<file path="src/design/cht_pkg.sv">
// Shared types and constants for the connection handle table.
package cht_pkg;

  localparam int HANDLE_W = 32;
  localparam int SLOT_W   = 10;
  localparam int COUNT_W  = 11;
  localparam int OP_W     = 2;
  localparam int STATUS_W = 2;
  // One table entry: the used flag above the stored handle.
  localparam int ENTRY_W  = HANDLE_W + 1;

  typedef enum logic [OP_W-1:0] {
    OP_LOOKUP = 2'd0,
    OP_ALLOC  = 2'd1,
    OP_FREE   = 2'd2
  } op_t;

  typedef enum logic [STATUS_W-1:0] {
    ST_OK        = 2'd0,
    ST_NOT_FOUND = 2'd1,
    ST_FULL      = 2'd2
  } status_t;

  typedef enum logic [2:0] {
    S_CLEAR,
    S_IDLE,
    S_LOOK,
    S_SCAN,
    S_RESP
  } state_t;

  typedef struct packed {
    status_t              status;
    logic [HANDLE_W-1:0]  handle;
    logic [SLOT_W-1:0]    slot;
    logic                 grew;
    logic [COUNT_W-1:0]   used;
    logic [COUNT_W-1:0]   length;
  } result_t;

endpackage

</file>
<file path="src/design/cht_engine.sv">
// Sequencer for the handle table: clearing pass, lookup, free and allocate scan.
module cht_engine #(
  parameter int TABLE_SLOTS = 1024,
  parameter int INIT_SLOTS  = 64
) (
  input  logic                              clk,
  input  logic                              rst_n,
  input  logic                              in_valid,
  output logic                              in_stall,
  input  cht_pkg::op_t                      in_op,
  input  logic [cht_pkg::HANDLE_W-1:0]      in_handle,
  output logic                              res_valid,
  input  logic                              res_take,
  output cht_pkg::result_t                  res,
  output logic                              ram_we,
  output logic [$clog2(TABLE_SLOTS)-1:0]    ram_waddr,
  output logic [cht_pkg::ENTRY_W-1:0]       ram_wdata,
  output logic [$clog2(TABLE_SLOTS)-1:0]    ram_raddr,
  input  logic [cht_pkg::ENTRY_W-1:0]       ram_rdata
);

  import cht_pkg::*;

  localparam int IDX_W     = $clog2(TABLE_SLOTS);
  localparam int LEN_W     = IDX_W + 1;
  localparam int HI_W      = HANDLE_W - IDX_W;
  localparam int START_LEN = (INIT_SLOTS < TABLE_SLOTS) ? INIT_SLOTS : TABLE_SLOTS;
  localparam int HALF_LEN  = TABLE_SLOTS / 2;

  state_t               state_r, state_nxt;
  op_t                  op_r, op_nxt;
  logic [HANDLE_W-1:0]  h_r, h_nxt;
  logic [LEN_W-1:0]     len_r, len_nxt;
  logic [LEN_W-1:0]     used_r, used_nxt;
  logic [HANDLE_W-1:0]  last_r, last_nxt;
  logic [LEN_W-1:0]     scan_addr_r, scan_addr_nxt;
  logic [IDX_W-1:0]     chk_idx_r, chk_idx_nxt;
  logic                 chk_vld_r, chk_vld_nxt;
  logic                 wrap_r, wrap_nxt;
  logic [IDX_W-1:0]     clr_addr_r, clr_addr_nxt;
  status_t              res_status_r, res_status_nxt;
  logic [HANDLE_W-1:0]  res_handle_r, res_handle_nxt;
  logic [IDX_W-1:0]     res_slot_r, res_slot_nxt;
  logic                 res_grew_r, res_grew_nxt;

  logic [HANDLE_W-1:0]  next_h;
  logic [IDX_W-1:0]     in_idx;
  logic [IDX_W-1:0]     h_idx;
  logic [HI_W-1:0]      hi_sel;
  logic                 entry_used;
  logic                 hit;
  logic                 found;
  logic [HANDLE_W-1:0]  take_h;
  logic [IDX_W-1:0]     take_idx;

  assign next_h     = last_r + HANDLE_W'(1);
  assign in_idx     = in_handle[IDX_W-1:0];
  assign h_idx      = h_r[IDX_W-1:0];
  assign entry_used = ram_rdata[HANDLE_W];
  assign hit        = entry_used && (ram_rdata[HANDLE_W-1:0] == h_r);
  assign found      = chk_vld_r && !entry_used;
  // The second pass moves the handle to the next multiple of the table size.
  assign hi_sel     = wrap_r ? (h_r[HANDLE_W-1:IDX_W] + HI_W'(1)) : h_r[HANDLE_W-1:IDX_W];

  always_ff @(posedge clk) begin
    if (!rst_n) begin
      state_r     <= S_CLEAR;
      len_r       <= LEN_W'(START_LEN);
      used_r      <= '0;
      last_r      <= '0;
      clr_addr_r  <= '0;
      chk_vld_r   <= 1'b0;
      wrap_r      <= 1'b0;
      scan_addr_r <= '0;
    end else begin
      state_r     <= state_nxt;
      len_r       <= len_nxt;
      used_r      <= used_nxt;
      last_r      <= last_nxt;
      clr_addr_r  <= clr_addr_nxt;
      chk_vld_r   <= chk_vld_nxt;
      wrap_r      <= wrap_nxt;
      scan_addr_r <= scan_addr_nxt;
    end
  end

  always_ff @(posedge clk) begin
    op_r         <= op_nxt;
    h_r          <= h_nxt;
    chk_idx_r    <= chk_idx_nxt;
    res_status_r <= res_status_nxt;
    res_handle_r <= res_handle_nxt;
    res_slot_r   <= res_slot_nxt;
    res_grew_r   <= res_grew_nxt;
  end

  always_comb begin
    state_nxt      = state_r;
    op_nxt         = op_r;
    h_nxt          = h_r;
    len_nxt        = len_r;
    used_nxt       = used_r;
    last_nxt       = last_r;
    scan_addr_nxt  = scan_addr_r;
    chk_idx_nxt    = chk_idx_r;
    chk_vld_nxt    = chk_vld_r;
    wrap_nxt       = wrap_r;
    clr_addr_nxt   = clr_addr_r;
    res_status_nxt = res_status_r;
    res_handle_nxt = res_handle_r;
    res_slot_nxt   = res_slot_r;
    res_grew_nxt   = res_grew_r;
    in_stall       = 1'b1;
    res_valid      = 1'b0;
    ram_we         = 1'b0;
    ram_waddr      = '0;
    ram_wdata      = '0;
    ram_raddr      = '0;
    take_h         = '0;
    take_idx       = '0;

    case (state_r)
      S_CLEAR: begin
        ram_we       = 1'b1;
        ram_waddr    = clr_addr_r;
        clr_addr_nxt = clr_addr_r + IDX_W'(1);
        if (clr_addr_r == IDX_W'(TABLE_SLOTS - 1)) begin
          state_nxt = S_IDLE;
        end
      end

      S_IDLE: begin
        in_stall  = 1'b0;
        ram_raddr = in_idx;
        if (in_valid) begin
          op_nxt         = in_op;
          res_status_nxt = ST_NOT_FOUND;
          res_handle_nxt = '0;
          res_slot_nxt   = '0;
          res_grew_nxt   = 1'b0;
          case (in_op)
            OP_LOOKUP, OP_FREE: begin
              h_nxt = in_handle;
              if (in_handle == '0 || {1'b0, in_idx} >= len_r) begin
                state_nxt = S_RESP;
              end else begin
                state_nxt = S_LOOK;
              end
            end
            OP_ALLOC: begin
              h_nxt         = next_h;
              scan_addr_nxt = {1'b0, next_h[IDX_W-1:0]};
              chk_vld_nxt   = 1'b0;
              wrap_nxt      = 1'b0;
              state_nxt     = S_SCAN;
            end
            default: begin
              state_nxt = S_RESP;
            end
          endcase
        end
      end

      S_LOOK: begin
        if (hit) begin
          res_status_nxt = ST_OK;
          res_handle_nxt = h_r;
          res_slot_nxt   = h_idx;
          if (op_r == OP_FREE) begin
            ram_we    = 1'b1;
            ram_waddr = h_idx;
            used_nxt  = used_r - LEN_W'(1);
          end
        end
        state_nxt = S_RESP;
      end

      S_SCAN: begin
        if (found) begin
          take_idx = chk_idx_r;
          take_h   = {hi_sel, chk_idx_r};
        end else if (scan_addr_r < len_r) begin
          ram_raddr     = scan_addr_r[IDX_W-1:0];
          chk_idx_nxt   = scan_addr_r[IDX_W-1:0];
          chk_vld_nxt   = 1'b1;
          scan_addr_nxt = scan_addr_r + LEN_W'(1);
        end else begin
          chk_vld_nxt = 1'b0;
          if (wrap_r) begin
            res_status_nxt = ST_FULL;
            state_nxt      = S_RESP;
          end else if (used_r < (len_r >> 1) || len_r > LEN_W'(HALF_LEN)) begin
            wrap_nxt      = 1'b1;
            scan_addr_nxt = '0;
          end else begin
            // Grow: the first slot of the new upper half is taken.
            take_idx     = len_r[IDX_W-1:0];
            take_h       = {h_r[HANDLE_W-1:IDX_W], len_r[IDX_W-1:0]};
            len_nxt      = len_r << 1;
            res_grew_nxt = 1'b1;
          end
        end
        if (found || (scan_addr_r >= len_r && !wrap_r && !(used_r < (len_r >> 1))
                      && !(len_r > LEN_W'(HALF_LEN)))) begin
          ram_we         = 1'b1;
          ram_waddr      = take_idx;
          ram_wdata      = {1'b1, take_h};
          used_nxt       = used_r + LEN_W'(1);
          last_nxt       = take_h;
          res_status_nxt = ST_OK;
          res_handle_nxt = take_h;
          res_slot_nxt   = take_idx;
          state_nxt      = S_RESP;
        end
      end

      S_RESP: begin
        res_valid = 1'b1;
        if (res_take) begin
          state_nxt = S_IDLE;
        end
      end

      default: begin
        state_nxt = S_IDLE;
      end
    endcase
  end

  always_comb begin
    res.status = res_status_r;
    res.handle = res_handle_r;
    res.slot   = SLOT_W'(res_slot_r);
    res.grew   = res_grew_r;
    res.used   = COUNT_W'(used_r);
    res.length = COUNT_W'(len_r);
  end

endmodule

</file>
<file path="config.mk">
export PLATFORM = sky130hd
export DESIGN_NAME = cht_engine
export DESIGN_NICKNAME = d
export VERILOG_FILES = /design/src/design/cht_pkg.sv /design/src/design/cht_engine.sv
export SDC_FILE = /design/constraint.sdc
export NUM_CORES = 1
export LEC_CHECK = 0
export BUFFER_PORTS_ARGS = -buffer_cell sky130_fd_sc_hd__buf_2
export CAP_MARGIN = 20
export CORE_MARGIN = 3
export CORE_UTILIZATION = 25
export DETAILED_ROUTE_END_ITERATION = 10
export GPL_TIMING_DRIVEN = 0
export SLEW_MARGIN = 5
export SYNTH_ARGS = -nofsm -noshare
export SYNTH_HDL_FRONTEND = slang
export SYNTH_SLANG_ARGS = --single-unit
</file>
<file path="constraint.sdc">
create_clock -name clk -period 5.6 [get_ports clk]
set_clock_uncertainty 0.05 [all_clocks]
set_input_delay 1.12 -clock clk [delete_from_list [all_inputs] [get_ports clk]]
set_output_delay 1.12 -clock clk [all_outputs]
set_load 0.005 [all_outputs]
</file>
==> results_dict.tcl, run 1 <==
set metrics [dict create \
    whs_ns 0.3980 \
    yosysWarningCount 0 \
    internal-power_mw 1.867 \
    postRouteAntennaNets 0 \
    hp-start "scan_addr_r[6]" \
    cts_tree "done" \
    tns_ns 0 \
    via_count 8614 \
    routedLengthMet1_um 14670 \
    r2r-end "res_handle_r[6]" \
    layout.cells.non_filler 1684 \
    grt_pass1_vias 8056 \
    p_seq_share_pct 48.3 \
    endpoint_kind "output port" \
    nNetsFinal 1309 \
    wl_per_cell_um 20.70 \
    grt_overflow_total 0 \
    combPwrFrac_pct 5.0 \
    synth_cell_types 72 \
    reg2reg_from "len_r[9]" \
    path_cells "inv_1 -> ha_1 -> o211ai_1 -> o21ai_0 -> nand2_2 -> or3_1 -> nor2_1 -> buf_4 -> a22o_1 -> a221o_1 -> buf_2" \
    io_buffer_count 186 \
    die_y_um 197.8 \
    swShare_pct 23.36 \
    ctsResizeCount 0 \
    hold_depth 0 \
    synthFlopType "edfxtp_1" \
    clkLatencyLatePin_ns 0.44 \
    path_class "register to output port" \
    ys_async_sr_fraction_pct 0 \
    cts_sinks 153 \
    period_share_pct 91.15 \
    grt_first_pass_wirelength_um 50150 \
    syn2layout_area_growth_pct 23.63 \
    max_freq_ghz 0.1959 \
    wl_um 34850 \
    drc 0 \
    post-route-util_pct 31.67 \
    synth_edf_count 79 \
    holdPathEnd "chk_idx_r[6]" \
    maxCapViolations 0 \
    antenna_found_initial 6 \
    slew_headroom_pct 39.30 \
    drt_iter0_markers 914 \
    hpwl_um 27470 \
    synth_area_leaders "edfxtp_1 26%, dfxtp_1 16%, xor2_1 4.6%, ha_1 3.7%, xnor2_1 3.5%" \
    place_area_um2 10800 \
    cts_root_buf "clkbuf_16" \
    timing_hold_violations_final 0 \
    core_um2 35910 \
    crit_slowest_cell "a22o_1" \
    tightest_slew_ns 0.9022 \
    critPathMaxFanout 10 \
    ctsLongestPathBuffers 2 \
    period_minus_slack_ns 5.104 \
    die_w_um 197.8 \
    drive_gt1_share_pct 23.40 \
    setup_viol 0 \
    outcome "finished, final reports clean" \
    yosysSeqAreaShare_pct 41.88 \
    p_sw_mw 0.5691 \
    cts_inserted_buffers 17 \
    topRoutingLayerUsed "met5" \
    clkPwrFrac_pct 46.7 \
    syn_area_um2 9201 \
    dp.cells 1652 \
    ir_drop_v 0.0001762 \
    rrSetupSlack_ns 2.06 \
    crit_required_ns 4.43 \
    syn_area_per_cell_um2 9.238 \
    path_clk_slew_ns 0.06 \
    hold_buffers 0 \
    ff2ff_path_depth 10 \
    place_congestion 0.9759 \
    netlist.top_cell.by_area "edfxtp_1" \
    num_rows 69 \
    met2_wirelength_um 16020 \
    post_cts_buffers 0 \
    wl_met3_um 3079 \
    startpoint_type "register" \
    slowest_delay_ns 0.48 \
    slew_viol_final 0 \
    powerDensity_nw_per_um2 214.1 \
    initial_utilization_pct 25.62 \
    design_area_um2 11380 \
    p_leak_nw 4.663 \
    cts_htree_levels 4 \
    grt_max_degree 23 \
    cp.arrival_ns 3.93 \
    vias_per_cell 5.115 \
    grt.total_usage_pct 17.10 \
    yosysTopAreaCellShare_pct 25.78 \
    min_path_type "register to register" \
    firstDrtPassIters 5 \
    dieArea_um2 39140 \
    pin_count 194 \
    syn-instance-count 996 \
    synth_seq_cells 153 \
    rsz0062_at_grt "false" \
]
[routing by layer]
metal | global-route usage [%] | vias to the layer above
li1 | - | 3996
met2 | 27.94 | 377
met4 | 6.055 | 10
met1 | 22.31 | 4168
met3 | 3.828 | 63
met5 | 0 | -
[power groups by stage]
stage               Combinational, mW  Clock, mW  Sequential (mW)
floorplan                      0.0511          0             1.20
global route                    0.130       1.18             1.18
finish                          0.122       1.14             1.18
global placement                0.118          0             1.20
detailed placement              0.119          0             1.20
CTS                             0.120       1.14             1.18
[cells in the mapped netlist (all sizes together), types with 11 or more instances]
library cell	number
clkbuf	39
o21a	24
nor3	17
mux2i	14
dfxtp	74
buf	37
and2	34
edfxtp	79
nand2	86
and3	19
nor2b	32
xor2	48
ha	27
a21o	28
o21ai	63
nand4	22
nor4	18
a21oi	36
inv	32
xnor2	39
nor2	69
a22o	13
nand3	37
a31oi	11
[placed cells by master (no fill, tap or decap), types with 28 or more instances in the layout]
| cell type | n |
|---|---|
| nand2_1 | 85 |
| and2_1 | 33 |
| nor2b_1 | 32 |
| nand3_1 | 37 |
| xor2_1 | 48 |
| o21ai_0 | 63 |
| clkbuf_1 | 36 |
| xnor2_1 | 37 |
| a21oi_1 | 35 |
| edfxtp_1 | 79 |
| dfxtp_1 | 74 |
| a21o_1 | 28 |
| nor2_1 | 62 |
| buf_2 | 199 |
| inv_1 | 32 |
[flip-flops by register name, indices dropped and copies added, names as in the netlist]
signal	cells
res_status_r	2
used_r	11
chk_vld_r	1
state_r	3
h_r	32
res_handle_r	32
scan_addr_r	11
clr_addr_r	10
res_grew_r	1
op_r	2
wrap_r	1
chk_idx_r	10
len_r	5
last_r	32
[worst max path at each step]
stage | endpoint | from | depth (start not counted)
detailed placement | ram_we | ram_rdata[27] | 9
global placement | res_handle_r[16] | ram_rdata[17] | 8
global route | ram_waddr[6] | len_r[9] | 11
finish | ram_waddr[6] | len_r[9] | 11
floorplan | res_handle_r[0] | ram_rdata[15] | 7
CTS | ram_waddr[6] | len_r[9] | 11
[per-stage QoR]
stage | power, mW | setup WS (ns)
2_1_floorplan | 1.251 | 0.5031
3_3_place_gp | 1.319 | -1.414
3_5_place_dp | 1.320 | 0.7622
4_1_cts | 2.432 | 0.4828
5_1_grt | 2.490 | 0.2610
6_report | 2.436 | 0.4957
[area by class of cell]
type	instances	area [um^2]
fillers	3737	24540
multi-input cells	740	4852
flip-flops and latches	153	3854
repair buffers	190	988.4
well taps	461	576.8
clock buffers	23	511.7
plain buffers	76	410.4
inverters	32	120.1
clock inverters	8	60.06
diodes	1	2.502
[worst max-delay path: cells and delay by family, from the launching register on]
kind,cells,cell delay (ns)
AO/OA/AOI/OAI,4,1.18
AND/OR/NAND/NOR,3,0.99
buffers and inverters,3,0.55
flip-flops,1,0.45
adder cells (fa/ha/maj),1,0.33
[cells by family after synthesis]
| kind of cell | synth area share, % |
|---|---|
| simple gates | 20.29 |
| buf+inv | 5.766 |
| flops | 41.88 |
| compound gates | 17.80 |
| fa+ha+maj | 3.889 |
| xor+xnor | 8.444 |
| mux | 1.890 |
| other cells | 0.04076 |
No activity file was read; power rests on OpenSTA's default activity.
==> inputs of run 2 (changes only) <==
CORE_UTILIZATION = 56   (was 25)
PLACE_DENSITY = 0.82   (was not set)
==> run 2 against run 1 <==
Core utilization increased by 37 points; first-iteration DRC count grew 13%; fmax grew 2.2%; global-route usage grew 16 points; register-to-register slack worse by 0.21 ns; final cell count shrank 15%; design area is 2.7% lower; clock power about the same; sequential cell count unchanged; combinational power fell by 4%; via count grew 2.8%; sequential share of layout area is 0.95 points higher; critical path type unchanged.
==> results_dict.tcl, run 2 (synthesis gave the netlist of run 1 again) <==
set metrics [dict create \
    layout.cells.non_filler 1439 \
    wl_um 30420 \
    clkLatencyLatePin_ns 0.44 \
    grt_overflow_total 0 \
    setup_viol 0 \
    grt_max_degree 22 \
    ctsResizeCount 0 \
    whs_ns 0.3970 \
    powerDensity_nw_per_um2 221.6 \
    pin_count 194 \
    tightest_slew_ns 0.9218 \
    dieArea_um2 18010 \
    wl_per_cell_um 21.14 \
    top_regs "h_r x32, last_r x32, res_handle_r x32" \
    post-route-util_pct 69.15 \
    outcome "finished, final reports clean" \
    startpoint_type "register" \
    hpwl_um 23020 \
    final_common_cell "buf_2" \
    ir_drop_v 0.0002312 \
    grt_first_pass_wirelength_um 45220 \
    design_area_um2 11060 \
    timing_hold_violations_final 0 \
    postRouteAntennaNets 0 \
    cts_root_buf "clkbuf_16" \
    num_rows 46 \
    slew_headroom_pct 37.98 \
    dp.cells 1406 \
    path_class "register to output port" \
    syn2layout_area_growth_pct 20.25 \
    endpoint_kind "output port" \
    grt.total_usage_pct 32.77 \
    via_count 8852 \
    period_share_pct 89.22 \
    tns_ns 0 \
    cp.arrival_ns 3.83 \
    layout_common_cells "199 x buf_2, 85 x nand2_1, 79 x edfxtp_1" \
    hp-start "scan_addr_r[6]" \
    place_area_um2 10480 \
    min_path_type "register to register" \
    holdPathEnd "chk_idx_r[6]" \
    ctsLongestPathBuffers 2 \
    vias_per_cell 6.151 \
    drive_gt1_share_pct 23.49 \
    path_clk_slew_ns 0.06 \
    crit_required_ns 4.43 \
    maxCapViolations 0 \
    place_ws_ns 0.9659 \
    place_congestion 0.9654 \
    initial_utilization_pct 57.51 \
    max_freq_ghz 0.2001 \
    drt_iter0_markers 1036 \
    nNetsFinal 1308 \
    core_um2 16000 \
    die_w_um 134.2 \
    r2r-end "res_handle_r[24]" \
    critPathMaxFanout 19 \
    cts_sinks 153 \
    die_y_um 134.2 \
    firstDrtPassIters 6 \
    slew_viol_final 0 \
    total_power_mw 2.452 \
    hold_depth 0 \
    cts_htree_levels 4 \
    fin_ws_ns 0.6035 \
    reg2reg_from "h_r[24]" \
    rrSetupSlack_ns 1.85 \
    rsz0062_at_grt "false" \
    hold_buffers 0 \
    io_buffer_count 186 \
    antenna_found_initial 2 \
    ff2ff_path_depth 10 \
    cts_tree "done" \
    cts_inserted_buffers 17 \
    post_cts_buffers 0 \
    p_leak_nw 4.680 \
    grt_pass1_vias 8044 \
    period_minus_slack_ns 4.997 \
    drc 0 \
]
## run 2: worst max-delay path, cell delays in order (launching register included)
cell and delay [ns]:
dfxtp_1 0.44, inv_1 0.15, ha_1 0.36, a21o_1 0.19, a21oi_1 0.23, and2_0 0.40, nand2_1 0.19, clkbuf_1 0.28
nor2_1 0.36, buf_2 0.44, a22o_1 0.23, buf_2 0.12
## run 2: worst max path at each step
stage                       start          endpoint  slack [ns]
floorplan           ram_rdata[15]   res_handle_r[0]        0.50
global placement    ram_rdata[24]  res_handle_r[25]       -0.77
detailed placement  ram_rdata[24]      ram_waddr[3]        0.97
CTS                      len_r[9]      ram_raddr[8]        0.73
global route             len_r[9]      ram_raddr[6]        0.51
finish                   len_r[9]      ram_raddr[8]        0.60
## run 2: where the power goes
part           switching (mW)  leakage [nW]  internal (mW)
Combinational          0.0703          3.12         0.0471
Clock                   0.471         0.295          0.687
Sequential            0.00334          1.27           1.17
Total                   0.544          4.68           1.91
## run 2: area by class of cell
class | count | area (um^2)
antenna | 1 | 2.502
buffer | 76 | 410.4
clock buffer | 21 | 465.4
clock inverter | 11 | 116.4
fill | 1286 | 4936
inverter | 32 | 120.1
multi-input combinational | 740 | 4852
sequential | 153 | 3854
tap | 216 | 270.3
timing repair buffer | 189 | 973.4
## run 2: per-layer routing
layer	vias up	routed length, um	global-route usage, %
li1	3979	-	-
met1	4123	12040	45.57
met2	664	13530	50.47
met3	84	4026	7.764
met4	2	813	11.48
met5	-	11	0
